<file path="src/sv/lrf_pkg.sv">
`default_nettype none

package lrf_pkg;

  localparam int unsigned MAX_POINTS_DEF = 16;
  localparam int unsigned DATA_W         = 16;
  localparam int unsigned RES_W          = 32;
  localparam int unsigned SLOPE_SHIFT    = 17;
  localparam int unsigned ICPT_SHIFT     = 9;
  localparam int unsigned QKEEP          = 34;

  typedef enum logic [1:0] {
    STATUS_OK       = 2'd0,
    STATUS_DEGEN    = 2'd1,
    STATUS_OVERFLOW = 2'd2
  } status_e;

  typedef struct packed {
    logic signed [DATA_W-1:0] x_value;
    logic signed [DATA_W-1:0] y_value;
    logic                     last;
  } lrf_in_t;

  typedef struct packed {
    logic signed [RES_W-1:0] slope;
    logic signed [RES_W-1:0] intercept;
    status_e                 status;
  } lrf_out_t;

  typedef enum logic [2:0] {
    OP_N_SXX   = 3'd0,
    OP_SX_SX   = 3'd1,
    OP_N_SXY   = 3'd2,
    OP_SX_SY   = 3'd3,
    OP_SXX_SY  = 3'd4,
    OP_SX_SXY  = 3'd5
  } mul_op_e;

  typedef enum logic {
    DIV_SLOPE = 1'b0,
    DIV_ICPT  = 1'b1
  } div_op_e;

  typedef enum logic [2:0] {
    ST_IDLE  = 3'd0,
    ST_MLOAD = 3'd1,
    ST_MRUN  = 3'd2,
    ST_MCAP  = 3'd3,
    ST_DLOAD = 3'd4,
    ST_DRUN  = 3'd5,
    ST_DCAP  = 3'd6,
    ST_EMIT  = 3'd7
  } lrf_state_e;

  typedef struct packed {
    logic    acc;
    logic    mul_load;
    logic    mul_step;
    logic    mul_neg;
    logic    mul_cap;
    mul_op_e mul_op;
    logic    div_load;
    logic    div_step;
    logic    div_cap;
    div_op_e div_op;
    logic    emit;
  } lrf_cmd_t;

  typedef struct packed {
    logic ovf;
    logic den_pos;
    logic out_free;
  } lrf_sts_t;

  function automatic int unsigned cnt_width(int unsigned maxp);
    return $clog2(maxp + 1);
  endfunction

  function automatic int unsigned sum_width(int unsigned maxp);
    return DATA_W + $clog2(maxp) + 1;
  endfunction

  function automatic int unsigned psum_width(int unsigned maxp);
    return 2 * DATA_W + $clog2(maxp) + 1;
  endfunction

  function automatic int unsigned num_width(int unsigned maxp);
    return psum_width(maxp) + sum_width(maxp) + 1;
  endfunction

  function automatic int unsigned quo_width(int unsigned maxp);
    return num_width(maxp) + SLOPE_SHIFT;
  endfunction

endpackage

`default_nettype wire

</file>
<file path="src/sv/linear_regression_fit.sv">
// Least-squares line fit over a set of Q8.8 points.
// Input channel (in_valid_i/in_ready_o/in_data_i): one (x, y) point per beat,
// last marks the final point of a set. Output channel (out_valid_o/
// out_ready_i/out_data_o): one beat per set with slope and intercept in
// Q16.16, rounded and saturated, and a status code (ok, zero denominator,
// more than MAX_POINTS points; on a failed fit slope and intercept are zero).
// Throughput: points that are not last are taken one per cycle, back to back.
// After a last point the input stalls while one shift-add multiplier runs
// six products of W = 17 + log2(MAX_POINTS) steps each and one restoring
// divider runs two quotients of Q = 68 + 2*log2(MAX_POINTS) steps each,
// until the result is loaded. A zero denominator or an overflowed set
// skips the rest after two products. The result sits in an output
// register, so the next set is taken while it waits; if the receiver still
// holds the previous result, the block holds in its final step until the
// register frees.
// Reset clears the sums, the point count and the output valid.
`default_nettype none

module linear_regression_fit import lrf_pkg::*; #(
  parameter int unsigned MAX_POINTS = MAX_POINTS_DEF
) (
  input  wire logic    clk_i,
  input  wire logic    rst_ni,
  input  wire logic    in_valid_i,
  output logic         in_ready_o,
  input  wire lrf_in_t in_data_i,
  output logic         out_valid_o,
  input  wire logic    out_ready_i,
  output lrf_out_t     out_data_o
);

  lrf_cmd_t cmd;
  lrf_sts_t sts;

  lrf_ctrl #(
    .MAX_POINTS(MAX_POINTS)
  ) u_ctrl (
    .clk_i      (clk_i),
    .rst_ni     (rst_ni),
    .in_valid_i (in_valid_i),
    .in_last_i  (in_data_i.last),
    .in_ready_o (in_ready_o),
    .sts_i      (sts),
    .cmd_o      (cmd)
  );

  lrf_datapath #(
    .MAX_POINTS(MAX_POINTS)
  ) u_datapath (
    .clk_i       (clk_i),
    .rst_ni      (rst_ni),
    .in_data_i   (in_data_i),
    .cmd_i       (cmd),
    .sts_o       (sts),
    .out_valid_o (out_valid_o),
    .out_ready_i (out_ready_i),
    .out_data_o  (out_data_o)
  );

endmodule

`default_nettype wire

</file>
<file path="src/sv/lrf_datapath.sv">
`default_nettype none

module lrf_datapath import lrf_pkg::*; #(
  parameter int unsigned MAX_POINTS = MAX_POINTS_DEF
) (
  input  wire logic     clk_i,
  input  wire logic     rst_ni,
  input  wire lrf_in_t  in_data_i,
  input  wire lrf_cmd_t cmd_i,
  output lrf_sts_t      sts_o,
  output logic          out_valid_o,
  input  wire logic     out_ready_i,
  output lrf_out_t      out_data_o
);

  localparam int unsigned CW  = cnt_width(MAX_POINTS);
  localparam int unsigned SXW = sum_width(MAX_POINTS);
  localparam int unsigned SPW = psum_width(MAX_POINTS);
  localparam int unsigned NW  = num_width(MAX_POINTS);
  localparam int unsigned DW  = quo_width(MAX_POINTS);

  logic [CW-1:0]           cnt_q;
  logic                    ovf_q;
  logic signed [SXW-1:0]   sx_q, sy_q;
  logic signed [SPW-1:0]   sxy_q, sxx_q;
  logic signed [2*DATA_W-1:0] pxy, pxx;
  logic                    full;

  logic signed [NW-1:0]    ma_q, acc_q, addend, acc_d;
  logic signed [SXW-1:0]   mb_q;
  logic signed [NW-1:0]    op_a;
  logic signed [SXW-1:0]   op_b, n_ext;
  logic signed [NW-1:0]    t_q, den_q, na_q, nb_q;

  logic signed [NW-1:0]    num_sel;
  logic                    num_neg, neg_q;
  logic [NW-1:0]           num_mag;
  logic [DW-1:0]           dv_q, dv_load;
  logic [NW-1:0]           rem_q, rem_sh, den_u;
  logic                    rem_ge;
  logic                    q_big, q_sat;
  logic [QKEEP-1:0]        q_mag;
  logic [RES_W-1:0]        q_res;
  logic signed [RES_W-1:0] slope_q, icpt_q;

  lrf_out_t                out_q, out_d;
  logic                    out_valid_q;

  assign pxy  = $signed(in_data_i.x_value) * $signed(in_data_i.y_value);
  assign pxx  = $signed(in_data_i.x_value) * $signed(in_data_i.x_value);
  assign full = (cnt_q == CW'(MAX_POINTS));

  always_ff @(posedge clk_i or negedge rst_ni) begin
    if (!rst_ni) begin
      cnt_q <= '0;
      ovf_q <= 1'b0;
      sx_q  <= '0;
      sy_q  <= '0;
      sxy_q <= '0;
      sxx_q <= '0;
    end else if (cmd_i.emit) begin
      cnt_q <= '0;
      ovf_q <= 1'b0;
      sx_q  <= '0;
      sy_q  <= '0;
      sxy_q <= '0;
      sxx_q <= '0;
    end else if (cmd_i.acc) begin
      if (full) begin
        ovf_q <= 1'b1;
      end else begin
        cnt_q <= cnt_q + 1'b1;
        sx_q  <= sx_q + SXW'($signed(in_data_i.x_value));
        sy_q  <= sy_q + SXW'($signed(in_data_i.y_value));
        sxy_q <= sxy_q + SPW'(pxy);
        sxx_q <= sxx_q + SPW'(pxx);
      end
    end
  end

  assign n_ext = $signed({{(SXW-CW){1'b0}}, cnt_q});

  always_comb begin
    case (cmd_i.mul_op)
      OP_N_SXX: begin
        op_a = NW'(sxx_q);
        op_b = n_ext;
      end
      OP_SX_SX: begin
        op_a = NW'(sx_q);
        op_b = sx_q;
      end
      OP_N_SXY: begin
        op_a = NW'(sxy_q);
        op_b = n_ext;
      end
      OP_SX_SY: begin
        op_a = NW'(sy_q);
        op_b = sx_q;
      end
      OP_SXX_SY: begin
        op_a = NW'(sxx_q);
        op_b = sy_q;
      end
      OP_SX_SXY: begin
        op_a = NW'(sxy_q);
        op_b = sx_q;
      end
      default: begin
        op_a = '0;
        op_b = '0;
      end
    endcase
  end

  assign addend = mb_q[0] ? ma_q : '0;
  assign acc_d  = cmd_i.mul_neg ? (acc_q - addend) : (acc_q + addend);

  always_ff @(posedge clk_i) begin
    if (cmd_i.mul_load) begin
      ma_q  <= op_a;
      mb_q  <= op_b;
      acc_q <= '0;
    end else if (cmd_i.mul_step) begin
      ma_q  <= ma_q <<< 1;
      mb_q  <= mb_q >>> 1;
      acc_q <= acc_d;
    end
    if (cmd_i.mul_cap) begin
      case (cmd_i.mul_op)
        OP_N_SXX, OP_N_SXY, OP_SXX_SY: t_q <= acc_q;
        OP_SX_SX:  den_q <= t_q - acc_q;
        OP_SX_SY:  na_q  <= t_q - acc_q;
        OP_SX_SXY: nb_q  <= t_q - acc_q;
        default: ;
      endcase
    end
  end

  assign num_sel = (cmd_i.div_op == DIV_SLOPE) ? na_q : nb_q;
  assign num_neg = num_sel[NW-1];
  assign num_mag = num_neg ? NW'(-num_sel) : NW'(num_sel);
  assign dv_load = (cmd_i.div_op == DIV_SLOPE) ?
                   {num_mag, {SLOPE_SHIFT{1'b0}}} :
                   {{(SLOPE_SHIFT-ICPT_SHIFT){1'b0}}, num_mag, {ICPT_SHIFT{1'b0}}};

  assign den_u  = NW'(den_q);
  assign rem_sh = {rem_q[NW-2:0], dv_q[DW-1]};
  assign rem_ge = (rem_sh >= den_u);

  assign q_big = |dv_q[DW-1:QKEEP];
  assign q_mag = QKEEP'(({1'b0, dv_q[QKEEP-1:0]} + 1'b1) >> 1);
  assign q_sat = q_big || (|q_mag[QKEEP-1:RES_W-1]);

  always_comb begin
    if (q_sat) begin
      q_res = neg_q ? {1'b1, {(RES_W-1){1'b0}}} : {1'b0, {(RES_W-1){1'b1}}};
    end else if (neg_q) begin
      q_res = RES_W'(-q_mag[RES_W-1:0]);
    end else begin
      q_res = q_mag[RES_W-1:0];
    end
  end

  always_ff @(posedge clk_i) begin
    if (cmd_i.div_load) begin
      dv_q  <= dv_load;
      rem_q <= '0;
      neg_q <= num_neg;
    end else if (cmd_i.div_step) begin
      rem_q <= rem_ge ? (rem_sh - den_u) : rem_sh;
      dv_q  <= {dv_q[DW-2:0], rem_ge};
    end
    if (cmd_i.div_cap) begin
      if (cmd_i.div_op == DIV_SLOPE) begin
        slope_q <= $signed(q_res);
      end else begin
        icpt_q <= $signed(q_res);
      end
    end
  end

  assign sts_o.ovf      = ovf_q;
  assign sts_o.den_pos  = !den_q[NW-1] && (|den_q);
  assign sts_o.out_free = !out_valid_q || out_ready_i;

  always_comb begin
    out_d.slope     = '0;
    out_d.intercept = '0;
    if (ovf_q) begin
      out_d.status = STATUS_OVERFLOW;
    end else if (!sts_o.den_pos) begin
      out_d.status = STATUS_DEGEN;
    end else begin
      out_d.status    = STATUS_OK;
      out_d.slope     = slope_q;
      out_d.intercept = icpt_q;
    end
  end

  always_ff @(posedge clk_i or negedge rst_ni) begin
    if (!rst_ni) begin
      out_valid_q <= 1'b0;
    end else if (cmd_i.emit) begin
      out_valid_q <= 1'b1;
    end else if (out_ready_i) begin
      out_valid_q <= 1'b0;
    end
  end

  always_ff @(posedge clk_i) begin
    if (cmd_i.emit) begin
      out_q <= out_d;
    end
  end

  assign out_valid_o = out_valid_q;
  assign out_data_o  = out_q;

endmodule

`default_nettype wire

</file>
<file path="src/sv/lrf_ctrl.sv">
`default_nettype none

module lrf_ctrl import lrf_pkg::*; #(
  parameter int unsigned MAX_POINTS = MAX_POINTS_DEF
) (
  input  wire logic     clk_i,
  input  wire logic     rst_ni,
  input  wire logic     in_valid_i,
  input  wire logic     in_last_i,
  output logic          in_ready_o,
  input  wire lrf_sts_t sts_i,
  output lrf_cmd_t      cmd_o
);

  localparam int unsigned SXW = sum_width(MAX_POINTS);
  localparam int unsigned DW  = quo_width(MAX_POINTS);
  localparam int unsigned CTW = $clog2(DW);
  localparam logic [CTW-1:0] MUL_LAST = CTW'(SXW - 1);
  localparam logic [CTW-1:0] DIV_LAST = CTW'(DW - 1);

  lrf_state_e     state_q, state_d;
  mul_op_e        op_q, op_d, op_next;
  div_op_e        dsel_q, dsel_d;
  logic [CTW-1:0] cnt_q, cnt_d;

  always_ff @(posedge clk_i or negedge rst_ni) begin
    if (!rst_ni) begin
      state_q <= ST_IDLE;
      op_q    <= OP_N_SXX;
      dsel_q  <= DIV_SLOPE;
      cnt_q   <= '0;
    end else begin
      state_q <= state_d;
      op_q    <= op_d;
      dsel_q  <= dsel_d;
      cnt_q   <= cnt_d;
    end
  end

  always_comb begin
    case (op_q)
      OP_N_SXX:  op_next = OP_SX_SX;
      OP_SX_SX:  op_next = OP_N_SXY;
      OP_N_SXY:  op_next = OP_SX_SY;
      OP_SX_SY:  op_next = OP_SXX_SY;
      OP_SXX_SY: op_next = OP_SX_SXY;
      default:   op_next = OP_N_SXX;
    endcase
  end

  always_comb begin
    state_d      = state_q;
    op_d         = op_q;
    dsel_d       = dsel_q;
    cnt_d        = cnt_q;
    in_ready_o   = 1'b0;
    cmd_o        = '0;
    cmd_o.mul_op = op_q;
    cmd_o.div_op = dsel_q;
    case (state_q)
      ST_IDLE: begin
        in_ready_o = 1'b1;
        if (in_valid_i) begin
          cmd_o.acc = 1'b1;
          if (in_last_i) begin
            op_d    = OP_N_SXX;
            state_d = ST_MLOAD;
          end
        end
      end
      ST_MLOAD: begin
        if (op_q == OP_N_SXY && (sts_i.ovf || !sts_i.den_pos)) begin
          state_d = ST_EMIT;
        end else begin
          cmd_o.mul_load = 1'b1;
          cnt_d          = '0;
          state_d        = ST_MRUN;
        end
      end
      ST_MRUN: begin
        cmd_o.mul_step = 1'b1;
        cmd_o.mul_neg  = (cnt_q == MUL_LAST);
        if (cnt_q == MUL_LAST) begin
          state_d = ST_MCAP;
        end else begin
          cnt_d = cnt_q + 1'b1;
        end
      end
      ST_MCAP: begin
        cmd_o.mul_cap = 1'b1;
        if (op_q == OP_SX_SXY) begin
          dsel_d  = DIV_SLOPE;
          state_d = ST_DLOAD;
        end else begin
          op_d    = op_next;
          state_d = ST_MLOAD;
        end
      end
      ST_DLOAD: begin
        cmd_o.div_load = 1'b1;
        cnt_d          = '0;
        state_d        = ST_DRUN;
      end
      ST_DRUN: begin
        cmd_o.div_step = 1'b1;
        if (cnt_q == DIV_LAST) begin
          state_d = ST_DCAP;
        end else begin
          cnt_d = cnt_q + 1'b1;
        end
      end
      ST_DCAP: begin
        cmd_o.div_cap = 1'b1;
        if (dsel_q == DIV_SLOPE) begin
          dsel_d  = DIV_ICPT;
          state_d = ST_DLOAD;
        end else begin
          state_d = ST_EMIT;
        end
      end
      ST_EMIT: begin
        if (sts_i.out_free) begin
          cmd_o.emit = 1'b1;
          state_d    = ST_IDLE;
        end
      end
      default: state_d = ST_IDLE;
    endcase
  end

endmodule

`default_nettype wire

</file>
<file path="config.mk">
export PLATFORM = sky130hd
export DESIGN_NAME = linear_regression_fit
export DESIGN_NICKNAME = d
export VERILOG_FILES = /design/src/sv/lrf_pkg.sv /design/src/sv/linear_regression_fit.sv /design/src/sv/lrf_datapath.sv /design/src/sv/lrf_ctrl.sv
export SDC_FILE = /design/constraint.sdc
export NUM_CORES = 2
export LEC_CHECK = 0
export BUFFER_PORTS_ARGS = -buffer_cell sky130_fd_sc_hd__buf_4
export CELL_PAD_IN_SITES_DETAIL_PLACEMENT = 1
export CELL_PAD_IN_SITES_GLOBAL_PLACEMENT = 1
export CORE_MARGIN = 5
export CORE_UTILIZATION = 43
export DETAILED_ROUTE_END_ITERATION = 10
export GPL_TIMING_DRIVEN = 0
export PLACE_DENSITY = 0.72
export SYNTH_ARGS = -nofsm -noshare
export SYNTH_HDL_FRONTEND = slang
export SYNTH_SLANG_ARGS = --single-unit
</file>
<file path="constraint.sdc">
create_clock -name clk_i -period 5.87 [get_ports clk_i]
set_input_delay 0.8805 -clock clk_i [delete_from_list [all_inputs] [get_ports clk_i]]
set_output_delay 0.8805 -clock clk_i [all_outputs]
set_load 0.03 [all_outputs]
</file>
==> qor.txt <==
Result of the run: finished with violations
Violations in the final reports: negative setup slack
TritonCTS clock tree: yes
RSZ-0062 raised after global routing: true
Longest Clk Path Bufs: 3
Number of nets with antenna violations after routing: 0
Share of the synthesized area in the top cell type: 22.8%
Period minus WS final: 6.54 ns
Core footprint: 159,000 µm²
I/O Pins: 105
Worst-case setup margin in the final layout: -0.667 ns
Placed wire-length estimate: 194,000 µm
Maximum fanout count along the critical path: 8
Sequential power share: 12.6%
Cells on worst reg2reg path: 24
Total Negative Setup Slacks: -11.97 ns
Wire length of the first global-routing pass: 372,000 µm
Delay of the slowest cell on the worst path: 0.57 ns
Vias in the first global route: 61,600
Final count of pins violating max slew: 0
Clock tree sinks: 777
Worst Setup End Kind: flop
Site Rows: 146
DIE HEIGHT: 410 µm
Post-layout power: 45.9 mW
Cell leakage power: 36.3 nW
Maximum number of pins on one net before global-route repair: 96
Launching element type of the critical path: input pin
Post-synth top area cell: sky130_fd_sc_hd__edfxtp_1
Wire length reported by the detailed router: 248,000 µm
Die width: 410 µm
Total DRC errors in the routed layout: 0
Final setup vio count: 32
Initial cell density of the core: 43.3%
Dominant cells by area after synthesis: sky130_fd_sc_hd__edfxtp_1 23%, sky130_fd_sc_hd__fa_1 18%, sky130_fd_sc_hd__ha_1 8.3%
Tcrit/Tclk final: 111%
Reg-to-reg setup timing slack: -0.10 ns
Hold violation total from the final report: 0
Number of nets at the end of the flow: 8,810
Aggregate global routing overflow: 0
Fraction of final layout cells sized beyond drive strength 1: 12.9%
Power share of the combinational group: 74.0%
P_sw: 20.9 mW
CP startpoint: in_data_i[20]
Vias after detailed routing: 57,200
Reg-to-reg critical path startpoint: u_datapath.sxy_q[3]
Clock slew at the register clock pins of the worst setup and hold paths: 0.07 ns
Overall global routing resource usage: 28.7%
Count of flip-flops with a built-in enable after synthesis: 523
Measured slew at the worst slew-check pin: 1.39 ns
Share of flip-flops with an asynchronous set or reset: 17.6%
Worst path required time: 6.40 ns
H-Tree Level Count: 3
Initial DRC Count: 4,224
Fin Clk Skew: 0.0758 ns
Post-synthesis area per instance: 9.40 µm²
Class of the tightest hold or removal check: in2async
Initial antenna violation count: 7
Crit path arrival time: 7.07 ns
CP most frequent cell: sky130_fd_sc_hd__fa_1
Maximum vdd ir drop: 1.80 mV
Area enclosed by the die boundary: 168,000 µm²
Area added between synthesis and finish: 17.1%
Avg Vias per Cell: 5.80
I/O Buffers: 104
Portion of total power attributed to the clock network: 13.4%
Power per Cell Area: 569 nW/µm²
Yosys warning count: 0
Cell at the root of the clock tree: sky130_fd_sc_hd__clkbuf_16
Number of distinct standard cells referenced by the synthesized netlist: 101
#FFs+latches synth: 777
Syn_nets: 8,423
Combined area of all synthesized cells: 68,800 µm²
Global placer's final weighted congestion: 0.920
Switching share of power: 45.5%
Start-to-end type of the worst setup path: in2reg
Crit-path slowest cell: sky130_fd_sc_hd__fa_1
Clock latency at the later pin of the worst-skew pair: 0.74 ns
First-pass DRT Iterations: 9
TritonCTS Buffers: 91
Routed wire per std cell: 25.1 µm
Predominant post-synthesis flop cell: sky130_fd_sc_hd__edfxtp_1
Proportion of synthesized chip area in sequential cells: 31.2%
FF-to-FF End: u_datapath.sxy_q[35]
Int Power: 25.0 mW
Max Fclk: 0.153 GHz
Slew margin rel.: 7.47%
Maxcap violations: 0
Synthesized instance count: 7,317
repair_timing:
action                                  CTS  global route
resized for setup                       299           268
pin swaps                               129           157
setup buffers                            99            84
cloned                                    1             2
hold buffers                              0             0
endpoints found under the hold margin     0             0
endpoints found under the setup margin  117            62
worst max-delay path by stage:
stage / to / slack, ns / depth (start not counted)
global placement: u_datapath.acc_q[58] / -2.31 / 26
CTS: u_datapath.sxy_q[35] / -0.65 / 27
detailed placement: u_datapath.acc_q[58] / -2.36 / 26
global route: u_datapath.sxy_q[35] / -0.83 / 26
finish: u_datapath.sxy_q[35] / -0.67 / 27
floorplan: u_datapath.sxy_q[35] / -0.54 / 26
Yosys cell counts, drive strengths merged, types with 11 or more instances:
cell type / number
a211oi: 32
a21boi: 15
a21o: 164
a21oi: 439
a221oi: 23
a222oi: 20
a22oi: 46
a31oi: 33
a41oi: 12
and2: 236
and3: 51
buf: 53
clkbuf: 261
dfrtp: 137
dfxtp: 117
edfxtp: 523
fa: 615
ha: 454
inv: 941
mux2: 29
mux2i: 63
nand2: 809
nand2b: 67
nand3: 228
nand4: 61
nor2: 392
nor2b: 50
nor3: 88
nor3b: 15
nor4: 49
o211ai: 27
o21a: 47
o21ai: 489
o21bai: 34
o221ai: 19
o22ai: 15
o31a: 11
o31ai: 34
o41ai: 13
or2: 22
or3: 27
xnor2: 223
xor2: 200
power by group through the flow:
stage | Sequential [mW] | Clock (mW) | Combinational, mW
after floorplan | 5.90 | 0 | 20.1
after global placement | 5.90 | 0 | 25.3
after detailed placement | 5.90 | 0 | 26.4
after CTS | 5.78 | 6.26 | 29.4
after global routing | 5.78 | 6.48 | 36.8
final | 5.78 | 6.16 | 33.9
placed cells by master (no fill, tap or decap), drive strengths merged, types with 67 or more instances in the layout:
| cell | synthesis | routed |
|---|---|---|
| fa | 615 | 615 |
| dfrtp | 137 | 137 |
| and2 | 236 | 236 |
| xnor2 | 223 | 223 |
| a21oi | 439 | 439 |
| buf | 53 | 367 |
| o21ai | 489 | 489 |
| nor3 | 88 | 88 |
| nand2b | 67 | 67 |
| edfxtp | 523 | 523 |
| a21o | 164 | 164 |
| clkbuf | 261 | 346 |
| ha | 454 | 454 |
| nor2 | 392 | 392 |
| nand2 | 809 | 809 |
| xor2 | 200 | 200 |
| inv | 941 | 941 |
| dfxtp | 117 | 117 |
| nand3 | 228 | 228 |
worst max-delay path: cells and delay by family:
kind            cells  cell delay [ns]
buf+inv             7             0.85
compound gates      9             1.68
simple gates        3             0.22
xor+xnor            1             0.24
fa+ha+maj           7             3.16
area by class of cell:
| type | instances | area [µm²] |
|---|---|---|
| repair inverters | 1 | 5.00 |
| diodes | 3 | 7.51 |
| fillers | 17800 | 78200 |
| clock inverters | 65 | 831 |
| multi-input cells | 5282 | 44400 |
| repair buffers | 303 | 3000 |
| clock buffers | 106 | 2380 |
| inverters | 944 | 3620 |
| well taps | 2072 | 2590 |
| flip-flops and latches | 777 | 21500 |
| plain buffers | 304 | 2230 |
metal layers:
metal / global-route usage [%] / part of all wire, %
met1: 35.1 / 40
met2: 50.8 / 50
met3: 3.55 / 4.9
met4: 12.6 / 5.5
met5: 0 / 0.015
metrics by stage:
stage          hold slack, ns  setup WS [ns]  util (%)  std cells  area, µm²
2_1_floorplan           0.437         -0.544         -       7317      69900
3_3_place_gp            0.452          -2.31      46.2       9493      73300
6_report               0.0716         -0.667      50.7       9857      80600
3_5_place_dp            0.466          -2.36      46.4       9509      73700
4_1_cts                0.0470         -0.651      49.8       9775      79000
5_1_grt                0.0671         -0.833      50.7       9854      80500
state kept, by name, indices dropped and copies added (netlist names), 59 cells and up:
name                   flops
u_datapath.ma_q           59
u_datapath.dv_q           76
u_datapath.na_q           59
u_datapath.acc_q          59
u_datapath.out_data_o     66
u_datapath.den_q          59
u_datapath.nb_q           59
u_datapath.t_q            59
kinds of logic (layout without fill, tap and decap cells):
logic type,count (synthesis),in the layout,synth area share (%)
fa+ha+maj,1069,1069,26.2
other cells,0,3,0
flops,777,777,31.2
mux,92,92,1.39
buf+inv,1258,1723,6.91
simple gates,2131,2131,14.7
xor+xnor,423,423,5.39
compound gates,1567,1567,14.2
No activity file was read; power rests on OpenSTA's default activity.
